[config.mk]
export PLATFORM = sky130hd
export DESIGN_NAME = tts_mul
export DESIGN_NICKNAME = d
export VERILOG_FILES = /design/src/rtl/core/tts_pkg.sv /design/src/rtl/core/tts_mul.sv
export SDC_FILE = /design/constraint.sdc
export NUM_CORES = 1
export LEC_CHECK = 0
export BUFFER_PORTS_ARGS = -buffer_cell sky130_fd_sc_hd__buf_2
export CAP_MARGIN = 30
export CORE_ASPECT_RATIO = 0.5
export CORE_MARGIN = 4
export CORE_UTILIZATION = 28
export DETAILED_ROUTE_END_ITERATION = 16
export SYNTH_ARGS = -nofsm -noshare
export SYNTH_HDL_FRONTEND = slang
export SYNTH_SLANG_ARGS = --single-unit
[constraint.sdc]
create_clock -name clk -period 5.59 [get_ports clk]
set_clock_uncertainty 0.15 [all_clocks]
set_input_delay 0.559 -clock clk [delete_from_list [all_inputs] [get_ports clk]]
set_output_delay 0.559 -clock clk [all_outputs]
set_load 0.01 [all_outputs]
[src/rtl/core/tts_pkg.sv]
`timescale 1ns / 1ps
package tts_pkg;

  localparam int VAL_W = 40;

  typedef logic signed [VAL_W-1:0] val_t;

  // Sequencer states
  typedef enum logic [3:0] {
    ST_IDLE,
    ST_RD,
    ST_MUL,
    ST_SUB,
    ST_DIV_C,
    ST_DIV_D,
    ST_WR,
    ST_BS_RD,
    ST_BS_MUL,
    ST_BS_OUT
  } state_t;

  // Saturate an 82-bit signed value to the value range
  function automatic val_t sat82(input logic signed [81:0] v);
    logic signed [81:0] vmax;
    logic signed [81:0] vmin;
    vmax = 82'sd549755813887;
    vmin = -82'sd549755813888;
    if (v > vmax) begin
      sat82 = val_t'(vmax);
    end else if (v < vmin) begin
      sat82 = val_t'(vmin);
    end else begin
      sat82 = v[VAL_W-1:0];
    end
  endfunction

endpackage

[src/rtl/core/tts_mul.sv]
`timescale 1ns / 1ps
// Bit-serial signed fixed-point multiplier: one multiplier bit per cycle.
module tts_mul
  import tts_pkg::*;
#(
  parameter int FRAC_BITS = 24
) (
  input  logic clk,
  input  logic rst_n,
  input  logic start,
  input  val_t op_a,
  input  val_t op_b,
  output logic done,
  output val_t prod
);

  localparam int CW = $clog2(VAL_W + 1);

  logic [79:0]   acc_r, acc_nxt;
  logic [79:0]   mcand_r, mcand_nxt;
  logic [VAL_W-1:0] mplier_r, mplier_nxt;
  logic          neg_r, neg_nxt;
  logic [CW-1:0] cnt_r, cnt_nxt;
  logic          busy_r, busy_nxt;
  logic          done_r, done_nxt;
  val_t          prod_r, prod_nxt;

  logic [VAL_W-1:0] ma, mb;
  logic [79:0]   shifted;
  logic [81:0]   sres;

  always_comb begin
    ma = op_a[VAL_W-1] ? VAL_W'(-op_a) : op_a;
    mb = op_b[VAL_W-1] ? VAL_W'(-op_b) : op_b;
    acc_nxt    = acc_r;
    mcand_nxt  = mcand_r;
    mplier_nxt = mplier_r;
    neg_nxt    = neg_r;
    cnt_nxt    = cnt_r;
    busy_nxt   = busy_r;
    done_nxt   = 1'b0;
    prod_nxt   = prod_r;
    shifted    = acc_r >> FRAC_BITS;
    sres       = neg_r ? -{2'b00, shifted} : {2'b00, shifted};
    if (start) begin
      acc_nxt    = '0;
      mcand_nxt  = {40'd0, ma};
      mplier_nxt = mb;
      neg_nxt    = op_a[VAL_W-1] ^ op_b[VAL_W-1];
      cnt_nxt    = '0;
      busy_nxt   = 1'b1;
    end else if (busy_r) begin
      if (cnt_r == CW'(VAL_W)) begin
        busy_nxt = 1'b0;
        done_nxt = 1'b1;
        prod_nxt = sat82(sres);
      end else begin
        if (mplier_r[0]) acc_nxt = acc_r + mcand_r;
        mcand_nxt  = mcand_r << 1;
        mplier_nxt = mplier_r >> 1;
        cnt_nxt    = cnt_r + 1'b1;
      end
    end
  end

  always_ff @(posedge clk) begin
    if (!rst_n) begin
      busy_r <= 1'b0;
      done_r <= 1'b0;
      cnt_r  <= '0;
    end else begin
      busy_r <= busy_nxt;
      done_r <= done_nxt;
      cnt_r  <= cnt_nxt;
    end
    acc_r    <= acc_nxt;
    mcand_r  <= mcand_nxt;
    mplier_r <= mplier_nxt;
    neg_r    <= neg_nxt;
    prod_r   <= prod_nxt;
  end

  assign done = done_r;
  assign prod = prod_r;

endmodule

After elaboration in Yosys (flattened, before gate mapping)
Index checks and enable logic that the tools add are counted.

Output and inout port bits: 41. Bits in registers: 249. Bits of input ports: 83. Logic and storage cells: 44.

Bitwise logic cells: 5. Multiplexer cells: 14. $add $sub $neg: 5. Magnitude comparators: 2. Reductions and logical operators: 7. Eq/ne operators: 2.

Operator list (count): $mux W40 (9); $gt A82 B40 Y1 const B (1); $lt A82 B40 Y1 const B (1); $mux W82 (1); $neg A56 Y82 (1); $add A80 B80 Y80 (1); $neg A40 Y40 (2); $add A6 B1 Y6 const B (1); $eq A6 B6 Y1 const B (1); $reduce_and A3 Y1 (2); $mux W1 (4); $not A1 Y1 (4); $reduce_and A2 Y1 (2); $reduce_or A3 Y1 (1); $ne A2 B2 Y1 const B (1); $reduce_bool A2 Y1 (1); $reduce_or A2 Y1 (1); $xor A1 B1 Y1 (1).

Logic depth before layout (Yosys ltp)
Word-level depth: 4. Depth in mapped cells: 15. Depth with buffers taken out: 14.

Worst setup path after synthesis
OpenSTA, ideal clock, no wires.

Kind: flip-flop to flip-flop. Start point: reg cnt_r[0]. End point: reg prod_r[0], in the netlist prod[0], enable pin. Setup slack: 1.058 ns. Buffers on the path: 0. Clock period less this slack: 4.532 ns. Arrival time: 3.885 ns. Library setup time: 0.497 ns. Required time: 4.943 ns. Cell stages (with the launch flop): 6. Cell sequence: dfxtp_1 -> inv_1 -> ha_1 -> nor4bb_1 -> nand2_1 -> nor3b_1.

Longest elaborated chain between the ends: 2.

RTL lines: start: declaration (RTL line tts_mul.sv:23) `logic [CW-1:0] cnt_r, cnt_nxt;`; start signal: assignment (RTL line tts_mul.sv:74) `cnt_r <= cnt_nxt;`; $eq A6 B6 Y1 (RTL line tts_mul.sv:53) `if (cnt_r == CW'(VAL_W)) begin`; $reduce_and A3 Y1 (no line); end signal: assignment (RTL line tts_mul.sv:80) `prod_r <= prod_nxt;`; end: declaration (RTL line tts_mul.sv:26) `val_t prod_r, prod_nxt;`.

Every way passes these cells. A chain may end at the register's enable or synchronous reset.

Worst setup path after layout
Start point: reg acc_r[30]. End point: reg prod_r[10], in the netlist prod[10], data pin.

Longest elaborated chain between the ends: 4. Elaborated cells between the ends (all ways): 5. Classes of those cells: add/sub: 1; order compare: 2; mux: 2.

RTL lines: start: declaration (RTL line tts_mul.sv:19) `logic [79:0] acc_r, acc_nxt;`; start signal: assignment (RTL line tts_mul.sv:76) `acc_r <= acc_nxt;`; $neg A56 Y82 (RTL line tts_mul.sv:44) `sres = neg_r ? -{2'b00, shifted} : {2'b00, shifted};`; $mux W82 * (RTL line tts_mul.sv:44); $lt A82 B40 Y1 (RTL line tts_pkg.sv:30) `end else if (v < vmin) begin`; $mux W40 (RTL line tts_pkg.sv:30).

Every way passes the cells marked *; elsewhere a longest branch is shown, timed or not.

==> flow_summary.yaml <==
final_layout:
  final_common_cell: "nand2_1"
  drive_above_1_share_pct: 11.18
  nNetsFinal: 2238
  final_util_pct: 32.26
  layout.cells.most_common_list: "310 x nand2_1, 279 x a21oi_1, 154 x nor2_1"
  area_growth_pct: 14.02
grt:
  grt-busiest-layer: "met2"
  met2_usage_pct: 22.85
  grt_pass1_vias: 13870
  met3_usage_pct: 1.755
  grt_overflow: 0
  use_met1_pct: 18.23
  grt_max_degree: 91
  antenna_found_initial: 1
  grt_first_pass_wirelength_mm: 72.59
  grt_usage_pct: 13.42
setup_path:
  path_delay_family: "simple AND/OR/NAND/NOR gates"
  cp.depth: 12
  startpoint_type: "flip-flop"
  timing.rr.end: "prod[10]$_SDFFCE_PN1P_"
  crit_type: "flip-flop to flip-flop"
  cp_slowest_cell: "nor4_1"
  crit_required_ns: 5.76
  cpPeakStageDelay_ns: 0.71
  crit_chain: "nor4_1 > nand4_1 > nor2_1 > nand3_1 > or2_1 > or4_1 > mux2i_1 > a32oi_1 > nor4b_1 > a21o_1 > buf_4 > o21ai_1"
  rr_startpoint: "acc_r[30]$_SDFFE_PP0P_"
  critPathLaunch: "acc_r[30]$_SDFFE_PP0P_"
  rr_worst_depth: 12
  cp-end-kind: "flip-flop"
  endpoint: "prod[10]$_SDFFCE_PN1P_"
  rrSetupSlack_ns: 0.67
  path_max_fanout: 21
  path_buf_inv: 1
  critPathArrivalTime_ns: 5.09
synth:
  yosysWarnings: 0
  syn_nets: 2178
  syn-instance-count: 2010
  synth-seq-cells: 249
  synth_ff_type: "dfxtp_1"
  syn-cell-area_um2: 16770
  synth_seq_area_share_pct: 36.94
  ys_async_sr_fraction_pct: 0
  avgSynthCellArea_um2: 8.344
  yosysUniqueCellTypes: 76
  synth_edf_count: 121
clocking:
  h-tree-depth: 1
  cts_buffers: 29
  clock_latency_ns: 0.59
  clkSinkCount: 249
  path_clk_slew_ns: 0.06
  postCtsHoldBufs: 0
  clk_root_buffer_cell: "clkbuf_16"
  postCtsSetupBuffers: 0
  cts_resized: 0
  clock_path_buffers: 3
  cts_tree: "built"
route:
  wl_per_cell_um: 15.57
  drt-pass1-iter-count: 5
  drc: 0
  vias_per_cell: 5.090
  routed_wl_mm: 45.24
  antenna_left: 0
  first_iter_violations: 1006
  vias: 14790
sta:
  rsz0062_at_grt: "false"
  relSlewSlack_pct: 33.54
  setup-tns-final_ns: 0
  fin_crit_sh_pct: 87.96
  setup_viol: 0
  setup_ws_ns: 0.6729
  finalHoldViolCount: 0
  min_period_ns: 4.917
  tightest_slew_ns: 0.9934
  fmax_mhz: 203.4
  final_max_slew_viol_count: 0
placed_design:
  gp_congestion: 0.8531
  hpwlAfterDp_mm: 33.65
  dpl_worst_slack_ns: 0.7166
  port_buffers: 123
pwr:
  p_leak_nw: 7.425
  power_density_nw_per_um2: 281.4
  irDropWorstVdd_mv: 0.2105
floorplanning:
  fp.dieH_um: 181.1
  die_x_um: 354.1
  io_pins: 124
  rows: 63
  dieArea_um2: 64110
  core-area_um2: 59280
  start_util_pct: 28.29
min_path:
  hold_class: "primary input to flip-flop"
job:
  maxCapViolCount: 0
run_status:
  status: "finished, final reports clean"
## worst register-to-register path, stage by stage (launching register included)
cell and delay [ns]:
dfxtp_1 0.39, nor4_1 0.71, nand4_1 0.23, nor2_1 0.20
nand3_1 0.39, or2_1 0.43, or4_1 0.47, mux2i_1 0.19
a32oi_1 0.12, nor4b_1 0.35, a21o_1 0.54, buf_4 0.36
o21ai_1 0.13
## cells by family after synthesis
kind of cell | Yosys count | share of synthesized area, %
compound gates | 633 | 23.24
xor+xnor | 195 | 10.18
fa+ha+maj | 85 | 6.386
buf+inv | 143 | 3.477
flops | 249 | 36.94
mux | 6 | 0.3730
simple gates | 699 | 19.40
## worst min-delay path by stage
stage | startpoint | to | slack [ns] | depth (start not counted)
after detailed placement | acc_r[16]$_SDFFE_PP0P_ | acc_r[16]$_SDFFE_PP0P_ | 0.30 | 2
after floorplan | acc_r[5]$_SDFFE_PP0P_ | acc_r[5]$_SDFFE_PP0P_ | 0.29 | 2
final | rst_n | done$_SDFF_PP0_ | 0.10 | 2
after CTS | rst_n | busy_r$_SDFF_PN0_ | 0.08 | 2
after global routing | rst_n | done$_SDFF_PP0_ | 0.09 | 2
after global placement | acc_r[8]$_SDFFE_PP0P_ | acc_r[8]$_SDFFE_PP0P_ | 0.29 | 2
## synth_stat cells, types with 17 or more instances
cell      count  area (um2)
inv_1        33       123.9
nor3_1       29       145.1
xor2_1      150        1314
dfxtp_1     128        2562
ha_1         84        1051
xnor2_1      45       394.1
clkbuf_1     85       319.1
o21ai_0      85       425.4
o21ai_2      20       175.2
o41ai_1      30       262.8
a21o_1       48       360.4
edfxtp_1    121        3633
nand4_1      31       193.9
or4_1        28       210.2
nand3_1      28       140.1
nand2_1     311        1167
or3_1        17       106.4
a21oi_1     279        1396
o31ai_1      39       292.8
o21ai_1      27       135.1
nor2_1      154       578.1
## report_power, final
part / internal (mW) / switching, mW
logic: 0.465 / 0.799
registers: 2.06 / 0.0700
clock network: 1.17 / 0.814
total: 3.70 / 1.68
## metal layers
| metal | routed length (um) | up-vias |
|---|---|---|
| met5 | 0 | - |
| met4 | 846 | 0 |
| met3 | 1898 | 50 |
| met2 | 21120 | 249 |
| met1 | 21380 | 7064 |
| li1 | - | 7429 |
## stage by stage
step / cell area (um2) / hold WS [ns] / total power, mW / cells
floorplan: 16770 / 0.2862 / 3.116 / 2010
global placement: 18080 / 0.2932 / 3.415 / 2850
detailed placement: 18110 / 0.3022 / 3.429 / 2851
CTS: 19120 / 0.08028 / 5.436 / 2905
global route: 19120 / 0.08802 / 5.668 / 2906
finish: 19120 / 0.1038 / 5.380 / 2906
## registers in the layout, indices dropped and copies added, names as in the netlist
signal    cells
neg_r         1
mplier_r     40
acc_r        80
prod         40
busy_r        1
mcand_r      80
cnt_r         6
done          1
## area by class of cell
type / count / area (um2)
clock inverter: 19 / 197.7
multi-input combinational: 1618 / 10020
fill: 6283 / 40150
timing repair buffer: 138 / 757.0
clock buffer: 35 / 809.5
antenna: 1 / 2.502
tap: 812 / 1016
sequential: 249 / 6196
inverter: 34 / 127.6
Note: power is estimated with default switching activity, not from simulation.
