[src/rtl/core/tts_pkg.sv]
`timescale 1ns / 1ps
package tts_pkg;

  localparam int VAL_W = 40;

  typedef logic signed [VAL_W-1:0] val_t;

  // Sequencer states
  typedef enum logic [3:0] {
    ST_IDLE,
    ST_RD,
    ST_MUL,
    ST_SUB,
    ST_DIV_C,
    ST_DIV_D,
    ST_WR,
    ST_BS_RD,
    ST_BS_MUL,
    ST_BS_OUT
  } state_t;

  // Saturate an 82-bit signed value to the value range
  function automatic val_t sat82(input logic signed [81:0] v);
    logic signed [81:0] vmax;
    logic signed [81:0] vmin;
    vmax = 82'sd549755813887;
    vmin = -82'sd549755813888;
    if (v > vmax) begin
      sat82 = val_t'(vmax);
    end else if (v < vmin) begin
      sat82 = val_t'(vmin);
    end else begin
      sat82 = v[VAL_W-1:0];
    end
  endfunction

endpackage

[src/rtl/core/tts_div.sv]
`timescale 1ns / 1ps
// Restoring divider: (num << FRAC_BITS) / den, one quotient bit per cycle.
module tts_div
  import tts_pkg::*;
#(
  parameter int FRAC_BITS = 24
) (
  input  logic clk,
  input  logic rst_n,
  input  logic start,
  input  val_t num,
  input  val_t den,
  output logic done,
  output logic zero_den,
  output val_t quot
);

  localparam int NW = VAL_W + FRAC_BITS;
  localparam int CW = $clog2(NW + 1);

  logic [NW-1:0]    n_r, n_nxt;
  logic [NW-1:0]    q_r, q_nxt;
  logic [VAL_W:0]   rem_r, rem_nxt;
  logic [VAL_W-1:0] d_r, d_nxt;
  logic             neg_r, neg_nxt;
  logic             nz_r, nz_nxt;
  logic [CW-1:0]    cnt_r, cnt_nxt;
  logic             busy_r, busy_nxt;
  logic             done_r, done_nxt;
  logic             zd_r, zd_nxt;
  val_t             quot_r, quot_nxt;

  logic [VAL_W-1:0] mn, md;
  logic [VAL_W:0]   trial;
  logic [81:0]      sres;

  always_comb begin
    mn = num[VAL_W-1] ? VAL_W'(-num) : num;
    md = den[VAL_W-1] ? VAL_W'(-den) : den;
    n_nxt = n_r; q_nxt = q_r; rem_nxt = rem_r; d_nxt = d_r;
    neg_nxt = neg_r; nz_nxt = nz_r; cnt_nxt = cnt_r; busy_nxt = busy_r;
    done_nxt = 1'b0; zd_nxt = zd_r; quot_nxt = quot_r;
    trial = {rem_r[VAL_W-1:0], n_r[NW-1]};
    sres = neg_r ? -{{(82-NW){1'b0}}, q_r} : {{(82-NW){1'b0}}, q_r};
    if (start) begin
      n_nxt    = {mn, {FRAC_BITS{1'b0}}};
      q_nxt    = '0;
      rem_nxt  = '0;
      d_nxt    = md;
      neg_nxt  = num[VAL_W-1] ^ den[VAL_W-1];
      nz_nxt   = (num != '0);
      cnt_nxt  = '0;
      busy_nxt = 1'b1;
      zd_nxt   = (den == '0);
    end else if (busy_r) begin
      if (cnt_r == CW'(NW)) begin
        busy_nxt = 1'b0;
        done_nxt = 1'b1;
        // Zero divisor: sign of the numerator picks the rail; a zero numerator gives zero
        if (zd_r) begin
          if (!nz_r) quot_nxt = '0;
          else if (neg_r) quot_nxt = {1'b1, {(VAL_W-1){1'b0}}};
          else quot_nxt = {1'b0, {(VAL_W-1){1'b1}}};
        end else begin
          quot_nxt = sat82(sres);
        end
      end else begin
        if (trial >= {1'b0, d_r}) begin
          rem_nxt = trial - {1'b0, d_r};
          q_nxt   = {q_r[NW-2:0], 1'b1};
        end else begin
          rem_nxt = trial;
          q_nxt   = {q_r[NW-2:0], 1'b0};
        end
        n_nxt   = n_r << 1;
        cnt_nxt = cnt_r + 1'b1;
      end
    end
  end

  always_ff @(posedge clk) begin
    if (!rst_n) begin
      busy_r <= 1'b0;
      done_r <= 1'b0;
      cnt_r  <= '0;
    end else begin
      busy_r <= busy_nxt;
      done_r <= done_nxt;
      cnt_r  <= cnt_nxt;
    end
    n_r <= n_nxt; q_r <= q_nxt; rem_r <= rem_nxt; d_r <= d_nxt;
    neg_r <= neg_nxt; nz_r <= nz_nxt; zd_r <= zd_nxt; quot_r <= quot_nxt;
  end

  assign done     = done_r;
  assign zero_den = zd_r;
  assign quot     = quot_r;

endmodule

[config.mk]
export PLATFORM = sky130hd
export DESIGN_NAME = tts_div
export DESIGN_NICKNAME = d
export VERILOG_FILES = /design/src/rtl/core/tts_pkg.sv /design/src/rtl/core/tts_div.sv
export SDC_FILE = /design/constraint.sdc
export NUM_CORES = 1
export LEC_CHECK = 0
export BUFFER_PORTS_ARGS = -buffer_cell sky130_fd_sc_hd__buf_2
export CAP_MARGIN = 15
export CORE_AREA = 10 10 156 158
export CTS_BUF_LIST = sky130_fd_sc_hd__clkbuf_8
export CTS_CLUSTER_DIAMETER = 120
export DETAILED_ROUTE_END_ITERATION = 12
export DIE_AREA = 0 0 166 168
export MAX_ROUTING_LAYER = met4
export PLACE_DENSITY_LB_ADDON = 0.05
export SYNTH_ARGS = -nofsm -noshare
export SYNTH_HDL_FRONTEND = slang
export SYNTH_SLANG_ARGS = --single-unit
[constraint.sdc]
create_clock -name clk -period 7.2 [get_ports clk]
set_input_delay 0 -clock clk [delete_from_list [all_inputs] [get_ports clk]]
set_output_delay 0 -clock clk [all_outputs]
set_load 0.05 [all_outputs]
# After elaboration in Yosys (flattened, before gate mapping)

Index checks and enable logic that the tools add are counted.

Flip-flop bits (word level): 236
Input port bits: 83

Reductions and logical operators: 8
Equal/unequal tests: 2
$add $sub $neg: 5
Multiplexer cells: 17
Bitwise logic cells: 5
Magnitude comparators: 3

Operator list:

| kind                                                         | count |
|---|---|
| 2-to-1 mux 40 bit                                            | 7 |
| 2-to-1 mux 64 bit                                            | 3 |
| > comparator 82 x 40 -> 1 bit, second input constant         | 1 |
| less-than comparator 82 x 40 -> 1 bit, second input constant | 1 |
| 2-to-1 mux 82 bit                                            | 1 |
| negator 64 -> 82 bit                                         | 1 |
| negator 40 bit                                               | 2 |
| greater-or-equal comparator 41 x 40 -> 1 bit                 | 1 |
| zero test 40 bit                                             | 1 |
| nonzero test 40 bit                                          | 1 |
| subtractor 40 bit                                            | 1 |
| 2-to-1 mux 39 bit                                            | 1 |
| adder 7 x 1 -> 7 bit, second input constant                  | 1 |
| equality test 7 bit, second input constant                   | 1 |
| 2-to-1 mux 1 bit                                             | 5 |
| inverter 1 bit                                               | 4 |
| AND reduction 2 bit                                          | 2 |
| AND reduction 3 bit                                          | 1 |
| OR reduction 3 bit                                           | 1 |
| inequality test 2 bit, second input constant                 | 1 |
| nonzero test 2 bit                                           | 1 |
| OR reduction 2 bit                                           | 1 |
| XOR 1 bit                                                    | 1 |

# Depth between registers and ports, before layout

Depth after elaboration: 6
Depth in mapped cells: 15
Depth with buffers taken out: 13

# Least setup slack after synthesis

No wires, ideal clock.

Path kind: flip-flop to flip-flop
From: reg cnt_r[0]
To: reg quot_r[0], in the netlist quot[0] (enable)
Setup time: 0.497 ns
Data required time: 6.703 ns
Cell stages (with the launch flop): 6
Path slack: 2.826 ns
Arrival: 3.877 ns
Cells stage by stage: dfxtp_1 inv_1 ha_1 nor4b_1 nand3b_1 nor3b_1

Longest elaborated chain between the ends: 2

Ends and longest elaborated chain:

| item                          | line          | text |
|---|---|---|
| from (decl)                   | tts_div.sv:27 | `logic [CW-1:0] cnt_r, cnt_nxt;` |
| from (signal assigned)        | tts_div.sv:89 | `cnt_r <= cnt_nxt;` |
| equality test 7 bit           | tts_div.sv:56 | `if (cnt_r == CW'(NW)) begin` |
| AND reduction 3 bit (no line) | -             |  |
| to (signal assigned)          | tts_div.sv:92 | `neg_r <= neg_nxt; nz_r <= nz_nxt; zd_r <= zd_nxt; quot_r <= quot_nxt;` |
| to (decl)                     | tts_div.sv:31 | `val_t quot_r, quot_nxt;` |

No other way between the ends.
A chain may end at the register's enable or synchronous reset.

# Final worst setup path

From: reg q_r[0]
To: reg quot_r[25], in the netlist quot[25], data pin

Longest elaborated chain between the ends: 6
Elaborated cells between the ends (all ways): 7
Classes of those cells: add/sub (1); order compare (2); mux (4)

Ends and longest elaborated chain:

| item                                  | line          | text |
|---|---|---|
| from (decl)                           | tts_div.sv:22 | `logic [NW-1:0] q_r, q_nxt;` |
| from (signal assigned)                | tts_div.sv:91 | `n_r <= n_nxt; q_r <= q_nxt; rem_r <= rem_nxt; d_r <= d_nxt;` |
| negator 64 -> 82 bit                  | tts_div.sv:44 | `sres = neg_r ? -{{(82-NW){1'b0}}, q_r} : {{(82-NW){1'b0}}, q_r};` |
| 2-to-1 mux 82 bit (*)                 | tts_div.sv:44 |  |
| less-than comparator 82 x 40 -> 1 bit | tts_pkg.sv:30 | `end else if (v < vmin) begin` |
| 2-to-1 mux 40 bit                     | tts_pkg.sv:30 |  |
| 2-to-1 mux 40 bit (*)                 | tts_pkg.sv:28 | `if (v > vmax) begin` |
| 2-to-1 mux 40 bit (*)                 | tts_div.sv:60 | `if (zd_r) begin` |

Mark *: on every way between the ends. The rest lies on a longest branch, timed or not.

==> results.md <==
* Status: finished, final reports clean
* Tmin final at around 4.9 ns
* Top Usage Layer GRT: met2
* Placer Congestion at 0.924
* WP data required at about 7.5 ns
* DRT iter0 DRCs at just under 800
* Antenna cells at 0
* Worst hold slack at about 0.14 ns
* Port Buf Inserts at 124
* Detailed Place HPWL at 22700 um
* Post-synth EDFFs at around 120
* Die Ht at between 150 and 200 um
* Die footprint at roughly 0.028 mm2
* Max IR drop VDD at 0.000183 V
* Rows at 54
* Worst Hold Class: input pin to flip-flop
* Ys Warns at 0
* Adder-Cell Fraction of Synth Area at approximately 4.2%
* Clock slew at reported path FFs at 0.06 ns
* Final net count at about 1800
* Async SR Flop Fraction at 0%
* Post-Synth Simple-Gate Area at 15.0%
* Max-cap violations at 0
* CP max stage cell: or4_1
* Longest Clk Path Bufs at 3
* CTS tree: built
* Synth Instances at about 1500
* Relative slew slack at 31.4%
* Largest net degree at the start of global routing at 80
* Critical Path Fanout Max at 39
* Average size of a mapped cell at about 9.5 um2
* Clock Sink Count at approximately 240
* LEAKAGE at about 0.0070 uW
* Cell area after layout at 0.0168 mm2
* Number of global-route vias before repair at 12100
* RSZ-0062 raised after global routing: no
* WP data arrival at 5.12 ns
* CP endpoint kind: flip-flop
* Post-synth cell types at 72
* Vias per inst at ~6.1
* DRC violations left at 0
* Remaining Overflow, GRT at 0
* Clock Latency Late Sink at approximately 0.55 ns
* Synthesized area at between 0.01 and 0.015 mm2
* Register bit count reported by yosys at 236
* Starting Density at between 60% and 70%
* Initial antenna violation count at 0
* Util after Layout at about four fifths
* Placed cells at ~1800
* GRT Overall Usage at 25.6%
* Routed vias at ~12000
* Top cell by count, worst path: or3_1
* Fmax at ~210 MHz
* Crit-path cells: inv_1 -> ha_1 -> or3b_1 -> or4_1 -> or3_1 -> or4_4 -> or3_1 -> xnor2_1 -> nand4_1 -> a2111oi_0 -> a32o_1 -> buf_4 -> o21ai_0
* Share of cells above drive strength 1 at between 10% and 20%
* Fin cells at between 1500 and 2000
* DRT antenna net count at 0
* Startpoint types: flip-flop
* Synth Area in Compound Gates at about a fifth
* Net Count, Synth at about 1600
* Met3 Resource Use GR at under 10%
* Max incr delay on CP at 0.59 ns
* Met2 GRT Util at between 40% and 50%
* M1 GR Usage at between 30% and 40%
* Clk root buf: clkbuf_8
* Fin. Hold Viols at 0
* Slew @ Worst Pin at 1.03 ns
* Setup slack, reg-to-reg at around 2.3 ns
* Core ar. at between 0.02 and 0.025 mm2
* Sequential area share after synthesis at a little over two fifths
* Largest family of logic cells by synthesized area: compound AO/OA/AOI/OAI gates
* I/O pin cnt at approximately 130
* Drt first pass iters at 6
* Tcrit/Tclk final at about 68%
* Num CTS Buffers at between 40 and 50
* Final slew viol count at 0
* Area grow syn2layout at 19.4%
* Worst Setup Path Type: flip-flop to flip-flop
* Synth Area in XOR/XNOR at between 10% and 20%
* Routed WL per cell at around 18 um
* First-pass GRT wire length at roughly 60000 um
* Finish-stage setup viols at 0
* Dpl cell area at 0.0148 mm2
* Skew final at 0.0175 ns
* Post-synthesis mux area share at ~2.4%
* H-tree depth at 2
* Ys flop type: edfxtp_1
* Power per standard cell area at 217 mW/mm2
* Die W at about 170 um
* Setup TNS at 0 ns
* Routed WL at 36300 um
==> per-layer routing <==
layer	share of wire (%)	wire length, um	vias up
met5	0	0	-
met2	50	18200	469
met3	5.8	2090	87
met1	42	15100	5750
met4	2.4	888	0
li1	-	-	5904
==> area by class of cell <==
| cell class | count | area (um2) |
|---|---|---|
| inverter | 67 | 251 |
| clock inverter | 28 | 224 |
| tap | 280 | 350 |
| timing repair buffer | 242 | 1780 |
| clock buffer | 47 | 647 |
| sequential | 236 | 5960 |
| multi-input combinational | 1096 | 7560 |
| fill | 1455 | 4650 |
==> cells by family after synthesis <==
family,after synthesis
compound gates,438
xor+xnor,171
fa+ha+maj,46
buf+inv,141
flops,236
mux,34
simple gates,407
==> worst max-delay path: cells and delay by family, from the launching register on <==
family	cells	cell delay, ns
compound gates	3	0.94
xor+xnor	1	0.15
fa+ha+maj	1	0.17
buf+inv	2	0.48
flops	1	0.33
simple gates	6	2.49
==> power breakdown <==
part,internal [uW],switching (uW),total [uW]
clock network,743,557,1300
registers,1510,39.9,1550
logic,333,454,787
==> final timing paths <==
check,start,to,depth (start not counted)
setup / recovery,q_r[0],quot[25],13
hold / removal,num[39],neg_r,2
setup reg to reg,q_r[0],quot[25],13
hold reg to reg,rem_r[2],rem_r[2],2
==> per-stage QoR <==
step	worst slack, ns	power, uW
CTS	2.40	3630
finish	2.33	3630
global placement	2.52	2260
global route	2.15	3800
floorplan	2.83	2110
detailed placement	2.41	2280
==> placed cells by master (no fill, tap or decap), types with 44 or more instances in the layout <==
cell type,n
xor2_1,103
ha_1,45
a22o_1,60
o31ai_1,44
dlygate4sd3_1,107
nor2_1,107
edfxtp_1,123
inv_1,81
xnor2_1,68
nand2_1,104
a21oi_1,89
clkbuf_8,47
dfxtp_1,113
o21ai_0,108
buf_2,123
==> synth_stat cells (8+ instances only) <==
cell | instances | area (um2)
and3_1 | 8 | 50.1
a22o_1 | 60 | 526
o31ai_1 | 44 | 330
or4_1 | 25 | 188
or2_2 | 10 | 62.6
nand2_1 | 104 | 390
nand4_1 | 14 | 87.6
o21bai_1 | 9 | 67.6
o21ai_2 | 12 | 105
a21o_1 | 14 | 105
dfxtp_1 | 113 | 2260
inv_1 | 67 | 251
o41ai_1 | 18 | 158
edfxtp_1 | 123 | 3690
or3_1 | 26 | 163
a211oi_1 | 27 | 203
a31oi_1 | 8 | 50.1
nor2b_1 | 10 | 62.6
nand2b_1 | 13 | 81.3
a21oi_1 | 89 | 445
nor2_1 | 109 | 409
nand3_1 | 20 | 100
clkbuf_1 | 62 | 233
ha_1 | 45 | 563
xor2_1 | 103 | 902
xnor2_1 | 68 | 596
or4_4 | 8 | 90.1
nor3_1 | 19 | 95.1
nor4_1 | 12 | 75.1
o21ai_0 | 108 | 541
mux2i_1 | 33 | 330
==> timing repair <==
action	4_1_cts	5_1_grt
endpoints found under the hold margin	126	0
resized for setup	0	0
hold buffers	107	0
buffers inserted	0	0
==> sequential cells by signal (all words and copies together), names as in the netlist, 7 cells and up <==
register / flops
cnt_r: 7
d_r: 40
n_r: 40
q_r: 64
quot: 40
rem_r: 40
No activity file was read; power rests on OpenSTA's default activity.
